<file path="src/rtl/sawfr_pkg.sv">
// ---------------------------------------------------------------------------
// Stop-and-wait frame receiver package
// Types, codes and constants shared by the receiver modules.
// ---------------------------------------------------------------------------
package sawfr_pkg;

  localparam logic [7:0] FLAG_BYTE   = 8'h7e;
  localparam logic [7:0] ESC_BYTE    = 8'h7d;
  localparam logic [7:0] ESC_XOR     = 8'h20;
  localparam int unsigned SEQ_BIT_IN = 6;
  localparam logic [2:0] POS_MAX     = 3'd5;
  localparam logic [2:0] POS_MIN_OK  = 3'd4;

  // Configuration register indexes.
  localparam logic [1:0] CFG_ADDRESS = 2'd0;
  localparam logic [1:0] CFG_READY   = 2'd1;
  localparam logic [1:0] CFG_REJECT  = 2'd2;

  // Result kinds.
  localparam logic KIND_PAYLOAD = 1'b0;
  localparam logic KIND_STATUS  = 1'b1;

  // End-of-frame status codes.
  localparam logic [1:0] ST_ACCEPTED  = 2'd0;
  localparam logic [1:0] ST_DUPLICATE = 2'd1;
  localparam logic [1:0] ST_DATA_ERR  = 2'd2;
  localparam logic [1:0] ST_MALFORMED = 2'd3;

  typedef struct packed {
    logic [7:0] address_byte;
    logic [6:0] ready_code;
    logic [6:0] reject_code;
  } cfg_t;

  typedef struct packed {
    logic       out_kind;
    logic [7:0] data_byte;
    logic [1:0] frame_status;
    logic       response_valid;
    logic [7:0] response_ctrl;
  } result_t;

endpackage

</file>
<file path="src/rtl/sawfr_intf.sv">
// ---------------------------------------------------------------------------
// Stop-and-wait frame receiver channels
// Valid/ready channels for line bytes, results and configuration writes.
// ---------------------------------------------------------------------------
interface sawfr_rx_if;
  logic       valid;
  logic       ready;
  logic [7:0] rx_byte;

  modport source (output valid, output rx_byte, input ready);
  modport sink (input valid, input rx_byte, output ready);
endinterface

interface sawfr_res_if;
  logic       valid;
  logic       ready;
  logic       out_kind;
  logic [7:0] data_byte;
  logic [1:0] frame_status;
  logic       response_valid;
  logic [7:0] response_ctrl;

  modport source (output valid, output out_kind, output data_byte, output frame_status,
                  output response_valid, output response_ctrl, input ready);
  modport sink (input valid, input out_kind, input data_byte, input frame_status,
                input response_valid, input response_ctrl, output ready);
endinterface

interface sawfr_cfg_if;
  logic       valid;
  logic       ready;
  logic [1:0] reg_index;
  logic [7:0] wdata;

  modport source (output valid, output reg_index, output wdata, input ready);
  modport sink (input valid, input reg_index, input wdata, output ready);
endinterface

</file>
<file path="src/rtl/sawfr_cfg_regs.sv">
// ---------------------------------------------------------------------------
// Configuration register bank
// Holds the expected address and the low bits of the RR and REJ replies.
// ---------------------------------------------------------------------------
module sawfr_cfg_regs import sawfr_pkg::*; (
  input  logic       clk_i,
  input  logic       rst_ni,
  input  logic       wr_en_i,
  input  logic [1:0] wr_index_i,
  input  logic [7:0] wr_data_i,
  output cfg_t       cfg_o
);

  cfg_t cfg_q, cfg_d;

  always_comb begin
    cfg_d = cfg_q;
    if (wr_en_i) begin
      unique case (wr_index_i)
        CFG_ADDRESS: cfg_d.address_byte = wr_data_i;
        CFG_READY:   cfg_d.ready_code   = wr_data_i[6:0];
        CFG_REJECT:  cfg_d.reject_code  = wr_data_i[6:0];
        default:     cfg_d = cfg_q;
      endcase
    end
  end

  always_ff @(posedge clk_i or negedge rst_ni) begin
    if (!rst_ni) begin
      cfg_q.address_byte <= 8'd3;
      cfg_q.ready_code   <= 7'd5;
      cfg_q.reject_code  <= 7'd1;
    end else begin
      cfg_q <= cfg_d;
    end
  end

  assign cfg_o = cfg_q;

endmodule

</file>
<file path="src/rtl/sawfr_deframe.sv">
// ---------------------------------------------------------------------------
// Frame decoder
// Flag hunting, destuffing, header, sequence and data checks for one byte a cycle when accepted.
// ---------------------------------------------------------------------------
module sawfr_deframe import sawfr_pkg::*; (
  input  logic       clk_i,
  input  logic       rst_ni,
  input  logic       accept_i,
  input  logic [7:0] rx_byte_i,
  input  cfg_t       cfg_i,
  output logic       push_o,
  output result_t    result_o
);

  logic       in_frame_q, in_frame_d;
  logic       esc_pend_q, esc_pend_d;
  logic [2:0] pos_q, pos_d;
  logic [7:0] seen_addr_q, seen_addr_d;
  logic [7:0] seen_ctrl_q, seen_ctrl_d;
  logic [7:0] held_q, held_d;
  logic [7:0] check_q, check_d;
  logic       hdr_bad_q, hdr_bad_d;
  logic       exp_seq_q, exp_seq_d;

  logic       is_flag;
  logic       take;
  logic [7:0] tbyte;

  assign is_flag = (rx_byte_i == FLAG_BYTE);

  always_comb begin
    in_frame_d  = in_frame_q;
    esc_pend_d  = esc_pend_q;
    pos_d       = pos_q;
    seen_addr_d = seen_addr_q;
    seen_ctrl_d = seen_ctrl_q;
    held_d      = held_q;
    check_d     = check_q;
    hdr_bad_d   = hdr_bad_q;
    exp_seq_d   = exp_seq_q;
    push_o      = 1'b0;
    result_o    = '0;
    take        = 1'b0;
    tbyte       = rx_byte_i;

    if (accept_i) begin
      if (!in_frame_q) begin
        if (is_flag) begin
          in_frame_d  = 1'b1;
          esc_pend_d  = 1'b0;
          pos_d       = '0;
          seen_addr_d = '0;
          seen_ctrl_d = '0;
          held_d      = '0;
          check_d     = '0;
          hdr_bad_d   = 1'b0;
        end
      end else if (is_flag) begin
        if (pos_q != '0 || esc_pend_q) begin
          push_o            = 1'b1;
          result_o.out_kind = KIND_STATUS;
          if (esc_pend_q || pos_q < POS_MIN_OK || hdr_bad_q) begin
            result_o.frame_status = ST_MALFORMED;
          end else if (seen_ctrl_q[SEQ_BIT_IN] != exp_seq_q) begin
            result_o.frame_status   = ST_DUPLICATE;
            result_o.response_valid = 1'b1;
            result_o.response_ctrl  = {exp_seq_q, cfg_i.ready_code};
          end else if (held_q != check_q) begin
            result_o.frame_status   = ST_DATA_ERR;
            result_o.response_valid = 1'b1;
            result_o.response_ctrl  = {exp_seq_q, cfg_i.reject_code};
          end else begin
            exp_seq_d               = ~exp_seq_q;
            result_o.frame_status   = ST_ACCEPTED;
            result_o.response_valid = 1'b1;
            result_o.response_ctrl  = {~exp_seq_q, cfg_i.ready_code};
          end
          in_frame_d = 1'b0;
          esc_pend_d = 1'b0;
        end
      end else if (esc_pend_q) begin
        esc_pend_d = 1'b0;
        take       = 1'b1;
        tbyte      = rx_byte_i ^ ESC_XOR;
      end else if (rx_byte_i == ESC_BYTE) begin
        esc_pend_d = 1'b1;
      end else begin
        take = 1'b1;
      end
    end

    if (take) begin
      case (pos_q)
        3'd0: begin
          seen_addr_d = tbyte;
          if (tbyte != cfg_i.address_byte) hdr_bad_d = 1'b1;
        end
        3'd1: seen_ctrl_d = tbyte;
        3'd2: begin
          if (tbyte != (seen_addr_q ^ seen_ctrl_q)) hdr_bad_d = 1'b1;
        end
        3'd3: held_d = tbyte;
        default: begin
          push_o             = 1'b1;
          result_o.out_kind  = KIND_PAYLOAD;
          result_o.data_byte = held_q;
          check_d            = check_q ^ held_q;
          held_d             = tbyte;
        end
      endcase
      if (pos_q < POS_MAX) pos_d = pos_q + 3'd1;
    end
  end

  always_ff @(posedge clk_i or negedge rst_ni) begin
    if (!rst_ni) begin
      in_frame_q  <= 1'b0;
      esc_pend_q  <= 1'b0;
      pos_q       <= '0;
      seen_addr_q <= '0;
      seen_ctrl_q <= '0;
      held_q      <= '0;
      check_q     <= '0;
      hdr_bad_q   <= 1'b0;
      exp_seq_q   <= 1'b0;
    end else begin
      in_frame_q  <= in_frame_d;
      esc_pend_q  <= esc_pend_d;
      pos_q       <= pos_d;
      seen_addr_q <= seen_addr_d;
      seen_ctrl_q <= seen_ctrl_d;
      held_q      <= held_d;
      check_q     <= check_d;
      hdr_bad_q   <= hdr_bad_d;
      exp_seq_q   <= exp_seq_d;
    end
  end

  // The position counter saturates and never runs past its limit.
  a_pos_range: assert property (@(posedge clk_i) disable iff (!rst_ni)
    pos_q <= POS_MAX) else $error("byte position out of range");

  // A status result always ends the frame.
  a_status_closes: assert property (@(posedge clk_i) disable iff (!rst_ni)
    (push_o && result_o.out_kind == KIND_STATUS) |=> !in_frame_q)
    else $error("frame still open after status");

  // The expected sequence bit flips exactly when a frame is accepted.
  a_seq_toggle: assert property (@(posedge clk_i) disable iff (!rst_ni)
    (push_o && result_o.out_kind == KIND_STATUS &&
     result_o.frame_status == ST_ACCEPTED) |=> !$stable(exp_seq_q))
    else $error("expected sequence did not toggle");

  a_seq_hold: assert property (@(posedge clk_i) disable iff (!rst_ni)
    !(push_o && result_o.out_kind == KIND_STATUS &&
      result_o.frame_status == ST_ACCEPTED) |=> $stable(exp_seq_q))
    else $error("expected sequence changed without an accepted frame");

endmodule

</file>
<file path="src/rtl/sawfr_out_fifo.sv">
// ---------------------------------------------------------------------------
// Result queue
// Two-entry queue that decouples the decoder from the result consumer.
// ---------------------------------------------------------------------------
module sawfr_out_fifo import sawfr_pkg::*; (
  input  logic    clk_i,
  input  logic    rst_ni,
  input  logic    push_i,
  input  result_t push_data_i,
  output logic    not_full_o,
  output logic    valid_o,
  input  logic    pop_ready_i,
  output result_t data_o
);

  result_t    mem_q [2];
  logic       wr_ptr_q, rd_ptr_q;
  logic [1:0] count_q;
  logic       pop;

  assign valid_o    = (count_q != 2'd0);
  assign not_full_o = (count_q != 2'd2);
  assign pop        = valid_o && pop_ready_i;
  assign data_o     = mem_q[rd_ptr_q];

  always_ff @(posedge clk_i) begin
    if (push_i) begin
      mem_q[wr_ptr_q] <= push_data_i;
    end
  end

  always_ff @(posedge clk_i or negedge rst_ni) begin
    if (!rst_ni) begin
      wr_ptr_q <= 1'b0;
      rd_ptr_q <= 1'b0;
      count_q  <= 2'd0;
    end else begin
      if (push_i) wr_ptr_q <= ~wr_ptr_q;
      if (pop) rd_ptr_q <= ~rd_ptr_q;
      case ({push_i, pop})
        2'b10:   count_q <= count_q + 2'd1;
        2'b01:   count_q <= count_q - 2'd1;
        default: count_q <= count_q;
      endcase
    end
  end

endmodule

</file>
<file path="src/rtl/stop_and_wait_frame_receiver.sv">
// ---------------------------------------------------------------------------
// Stop-and-wait frame receiver
// Byte-stuffed frame receiver with header, data and sequence checks.
// ---------------------------------------------------------------------------
// The receiver takes one raw line byte per transfer on rx_i and accepts a
// new byte in every clock cycle as long as its two-entry result queue has
// room. Each byte is decoded combinationally against the frame state, and
// any result it causes (a destuffed payload byte, released one byte late,
// or an end-of-frame status with the RR/REJ reply byte) is registered in
// the queue and presented on res_o in order. With res_o.ready held high the
// sustained rate is one byte per cycle; the queue depth sets how many
// results may wait before rx_i.ready drops. Configuration registers on cfg_i
// should only change while the receiver is idle.
// ---------------------------------------------------------------------------
module stop_and_wait_frame_receiver import sawfr_pkg::*; (
  input  logic        clk_i,
  input  logic        rst_ni,
  sawfr_rx_if.sink    rx_i,
  sawfr_res_if.source res_o,
  sawfr_cfg_if.sink   cfg_i
);

  cfg_t    cfg;
  logic    accept;
  logic    push;
  result_t result;
  result_t head;
  logic    not_full;

  // Register writes are always taken; cfg_i.ready is tied high.
  assign cfg_i.ready = 1'b1;

  sawfr_cfg_regs u_cfg (
    .clk_i      (clk_i),
    .rst_ni     (rst_ni),
    .wr_en_i    (cfg_i.valid),
    .wr_index_i (cfg_i.reg_index),
    .wr_data_i  (cfg_i.wdata),
    .cfg_o      (cfg)
  );

  // A byte transfer completes whenever the queue can absorb a result.
  assign rx_i.ready = not_full;
  assign accept     = rx_i.valid && not_full;

  sawfr_deframe u_deframe (
    .clk_i     (clk_i),
    .rst_ni    (rst_ni),
    .accept_i  (accept),
    .rx_byte_i (rx_i.rx_byte),
    .cfg_i     (cfg),
    .push_o    (push),
    .result_o  (result)
  );

  sawfr_out_fifo u_fifo (
    .clk_i       (clk_i),
    .rst_ni      (rst_ni),
    .push_i      (push),
    .push_data_i (result),
    .not_full_o  (not_full),
    .valid_o     (res_o.valid),
    .pop_ready_i (res_o.ready),
    .data_o      (head)
  );

  assign res_o.out_kind       = head.out_kind;
  assign res_o.data_byte      = head.data_byte;
  assign res_o.frame_status   = head.frame_status;
  assign res_o.response_valid = head.response_valid;
  assign res_o.response_ctrl  = head.response_ctrl;

endmodule
</file>
<file path="src/flat_wrapper.sv">
// flat-port wrapper written by rule: the top's interface ports become plain ports
module stop_and_wait_frame_receiver_flat import sawfr_pkg::*;
  (clk_i, rst_ni, rx_i_valid, rx_i_rx_byte, rx_i_ready, res_o_valid, res_o_out_kind, res_o_data_byte, res_o_frame_status, res_o_response_valid, res_o_response_ctrl, res_o_ready, cfg_i_valid, cfg_i_reg_index, cfg_i_wdata, cfg_i_ready);
  sawfr_rx_if rx_i_i ();
  sawfr_res_if res_o_i ();
  sawfr_cfg_if cfg_i_i ();
  input  logic clk_i;
  input  logic rst_ni;
  input wire logic [$bits(rx_i_i.valid)-1:0] rx_i_valid;
  input wire logic [$bits(rx_i_i.rx_byte)-1:0] rx_i_rx_byte;
  output wire logic [$bits(rx_i_i.ready)-1:0] rx_i_ready;
  output wire logic [$bits(res_o_i.valid)-1:0] res_o_valid;
  output wire logic [$bits(res_o_i.out_kind)-1:0] res_o_out_kind;
  output wire logic [$bits(res_o_i.data_byte)-1:0] res_o_data_byte;
  output wire logic [$bits(res_o_i.frame_status)-1:0] res_o_frame_status;
  output wire logic [$bits(res_o_i.response_valid)-1:0] res_o_response_valid;
  output wire logic [$bits(res_o_i.response_ctrl)-1:0] res_o_response_ctrl;
  input wire logic [$bits(res_o_i.ready)-1:0] res_o_ready;
  input wire logic [$bits(cfg_i_i.valid)-1:0] cfg_i_valid;
  input wire logic [$bits(cfg_i_i.reg_index)-1:0] cfg_i_reg_index;
  input wire logic [$bits(cfg_i_i.wdata)-1:0] cfg_i_wdata;
  output wire logic [$bits(cfg_i_i.ready)-1:0] cfg_i_ready;
  assign rx_i_i.valid = rx_i_valid;
  assign rx_i_i.rx_byte = rx_i_rx_byte;
  assign rx_i_ready = rx_i_i.ready;
  assign res_o_valid = res_o_i.valid;
  assign res_o_out_kind = res_o_i.out_kind;
  assign res_o_data_byte = res_o_i.data_byte;
  assign res_o_frame_status = res_o_i.frame_status;
  assign res_o_response_valid = res_o_i.response_valid;
  assign res_o_response_ctrl = res_o_i.response_ctrl;
  assign res_o_i.ready = res_o_ready;
  assign cfg_i_i.valid = cfg_i_valid;
  assign cfg_i_i.reg_index = cfg_i_reg_index;
  assign cfg_i_i.wdata = cfg_i_wdata;
  assign cfg_i_ready = cfg_i_i.ready;
  stop_and_wait_frame_receiver u_core (.clk_i(clk_i), .rst_ni(rst_ni), .rx_i(rx_i_i), .res_o(res_o_i), .cfg_i(cfg_i_i));
endmodule
</file>
<file path="config.mk">
export PLATFORM = sky130hd
export DESIGN_NAME = stop_and_wait_frame_receiver_flat
export DESIGN_NICKNAME = d
export VERILOG_FILES = /design/src/rtl/sawfr_pkg.sv /design/src/rtl/sawfr_intf.sv /design/src/rtl/sawfr_cfg_regs.sv /design/src/rtl/sawfr_deframe.sv /design/src/rtl/sawfr_out_fifo.sv /design/src/rtl/stop_and_wait_frame_receiver.sv /design/src/flat_wrapper.sv
export SDC_FILE = /design/constraint.sdc
export NUM_CORES = 1
export LEC_CHECK = 0
export ABC_AREA = 1
export BUFFER_PORTS_ARGS = -buffer_cell sky130_fd_sc_hd__buf_2
export CAP_MARGIN = 25
export CORE_ASPECT_RATIO = 0.5
export CORE_MARGIN = 2
export CORE_UTILIZATION = 54
export DETAILED_ROUTE_END_ITERATION = 16
export PLACE_DENSITY = 0.76
export RECOVER_POWER = 25
export SYNTH_ARGS = -nofsm -noshare
export SYNTH_HDL_FRONTEND = slang
export SYNTH_SLANG_ARGS = --single-unit
export TNS_END_PERCENT = 10
</file>
<file path="constraint.sdc">
create_clock -name clk_i -period 2.6 [get_ports clk_i]
set_input_delay 0.39 -clock clk_i [delete_from_list [all_inputs] [get_ports clk_i]]
set_output_delay 0.39 -clock clk_i [all_outputs]
set_load 0.02 [all_outputs]
</file>
==> reports/qor.txt <==
Slew at the pin closest to its max-slew limit = 1410 ps
Die height = 72.4 um
Multi-input gate area = 0.00186 mm^2
Worst hold stages = 2
Vias after detailed routing = 3,796
CP Launch Type = register
R2R setup slack = 330 ps
Clk_lat worst skew = 350 ps
Post-synth top area share = 0.297
Unique masters post-synth = 38
N_diodes = 0
Worst clock skew = 10.7 ps
Final GP Congestion = 0.834
Post-synth EDFFs = 40
Routed vias/inst = 5.18
Crit path required time = 2830 ps
Worst hold path class = in -> reg
Final Routed Wirelength = 10.3 mm
Max-slew violations = 0
Antenna violations before repair = 0
Fin. Hold Viols = 0
Pleak = 2.74 nW
Core box area = 0.00889 mm^2
Post-layout power = 4.98 mW
IO Count = 46
Hold-fix buffer count after cts = 0
Standard-cell row count = 24
Vias in the first global route = 3,476
Syn_nets = 594
CTS clock-pin slew for the worst setup and hold paths = 80 ps
Layout cells sized above 1 = 0.162
YS warnings = 0
Die span in x = 141 um
Yosys reg bits = 105
Synth Flop Type = dfrtp_1
Post-synth ARST share = 0.619
Fill count = 707
Relative slew slack = 0.0582
CTS tree = done
Post-route minimum period = 2270 ps
Count leader, synth = nand2_1
Drt first-iter violations = 276
DPL Wire Length = 7.38 mm
Post-synth top cells = 160 x nand2_1, 60 x dfrtp_1, 59 x inv_1, 55 x nand3_1, 40 x edfxtp_1
Status = finished clean
Final setup fails = 0
Pwr/cell area = 875 mW/mm^2
Worst vdd ir = 0.407 mV
Slowest cell on crit path = dfrtp_1
Yosys top cell by area = dfrtp_1
Crit Path Class = reg -> reg
Largest net degree at the start of global routing = 41
Fmax = 441 MHz
Setup TNS = 0 ps
Sequential share of the synthesized area = 0.561
Final nets = 640
# clock sinks = 105
H-tree levels = 3
Maxcap violations = 0
ANT nets after route = 0
Global-route wire length before repair = 17.2 mm
Arrival @ worst endpoint = 2500 ps
Die area = 0.0102 mm^2
Post-Syn Area per Cell = 8.95 um^2
FF+latch area = 0.00283 mm^2
Overall global routing resource usage = 0.221
Cells after Synth = 565
Post-CTS sizing = 0
Reg2Reg Depth = 12
RSZ-0062 raised after global routing = false
Mapped Area = 0.00505 mm^2
Post-CTS setup buffer count = 0
Layout Area Growth over Synthesis = 12.5%
Crit path max fanout = 6
Final period util = 0.873
WL/cell = 14.1 um
Clk root buf = clkbuf_16
CTS Buf Count = 9
Crit. End Element = register
DR pass1 iterations = 5
Grt total ovfl = 0
Port-buffer cells = 44
Clock Path Buffers = 2
Initial Utilization = 0.569
DRC violations left = 0
CP cell instances = inv_1 -> ha_1 -> nand2_1 -> nor2_1 -> nor3_2 -> inv_2 -> nand2_2 -> inv_2 -> ha_1 -> a21oi_1 -> o21ai_0 -> xor2_1
Top cells by area, synth = dfrtp_1 30%, edfxtp_1 24%, nand2_1 12%
Peak per-stage delay on the critical path = 430 ps
-- stage by stage --
| step | hold slack, ps | cell area (um^2) | utilization | instances | worst slack, ps |
|---|---|---|---|---|---|
| 6_report | 282 | 5690 | 0.640 | 733 | 330 |
| 4_1_cts | 64.3 | 5710 | 0.642 | 733 | 318 |
| 3_5_place_dp | 441 | 5410 | 0.609 | 717 | 271 |
| 5_1_grt | 279 | 5690 | 0.640 | 733 | 23.6 |
| 3_3_place_gp | 434 | 5410 | 0.609 | 717 | 344 |
| 2_1_floorplan | 94.4 | 5050 | - | 565 | 1.86 |
-- area by class of cell --
| cell class | instances | area share |
|---|---|---|
| sequential | 105 | 0.498 |
| tap | 117 | 0.0257 |
| timing repair buffer | 53 | 0.0521 |
| inverter | 68 | 0.0453 |
| clock buffer | 10 | 0.0420 |
| clock inverter | 6 | 0.00990 |
| multi-input combinational | 374 | 0.327 |
-- power by group --
part	total (mW)	switching [mW]	internal, mW
sequential	2.15	0.209	1.94
clock	1.32	0.629	0.696
combinational	1.51	1.01	0.500
-- cells by family after synthesis --
kind of cell,share of synthesized area
simple gates,0.240
flops,0.561
buf+inv,0.0715
compound gates,0.0807
xor+xnor,0.0292
fa+ha+maj,0.0149
other cells,0.000742
mux,0.00223
-- worst paths after layout --
check / startpoint / end
worst min-delay path: cfg_i_wdata[7] / u_core.u_cfg.cfg_o[21]$_DFFE_PN0P_
worst min register to register: u_core.u_cfg.cfg_o[17]$_DFFE_PN0P_ / u_core.u_cfg.cfg_o[17]$_DFFE_PN0P_
worst max-delay path: u_core.u_deframe.pos_q[0]$_DFF_PN0_ / u_core.u_fifo.count_q[1]$_DFFE_PN0P_
worst max register to register: u_core.u_deframe.pos_q[0]$_DFF_PN0_ / u_core.u_fifo.count_q[1]$_DFFE_PN0P_
max in group asynchronous: rst_ni / u_core.u_deframe.exp_seq_q$_DFFE_PN0P_
min in group asynchronous: rst_ni / u_core.u_deframe.seen_addr_q[1]$_DFF_PN0_
-- worst max-delay path, delay by kind of cell, from the launching register on --
family	cells	cell delay, ps
AOI/OAI and AO/OA	2	210
xor gates and xnor gates	1	150
adders and majority gates	2	510
buffers and inverters	3	300
DFF	1	430
and+or+nand+nor	4	560
-- routing by layer --
metal	GRT usage	wire length [um]	up-vias
li1	-	-	1913
met1	0.319	5250	1772
met2	0.336	4400	100
met3	0.0594	572	11
met4	0.0611	120	0
met5	0	0	-
-- registers in the layout (all words and copies together), names as in the netlist, 2 cells and up --
register	flops
u_core.u_fifo.mem_q	40
u_core.u_cfg.cfg_o	22
u_core.u_deframe.check_q	8
u_core.u_deframe.held_q	8
u_core.u_deframe.seen_addr_q	8
u_core.u_deframe.seen_ctrl_q	8
u_core.u_deframe.pos_q	3
u_core.u_fifo.count_q	2
-- cell usage in the layout, fill, tap and decap left out, types with 2 or more instances in the layout --
cell type / instances
clkinv_4: 2
inv_8: 2
nand2_4: 4
inv_1: 59
edfxtp_1: 40
a21oi_1: 9
xor2_1: 6
nor2_1: 37
nand4_1: 5
o21ai_0: 27
nand2_1: 160
buf_2: 43
inv_2: 8
ha_1: 6
clkbuf_16: 9
xnor2_1: 9
dfstp_2: 5
nor2_4: 3
nand3_4: 2
dfrtp_1: 60
nand3_1: 55
nor2_2: 2
o21ai_1: 36
buf_4: 7
No activity file was read; power rests on OpenSTA's default activity.
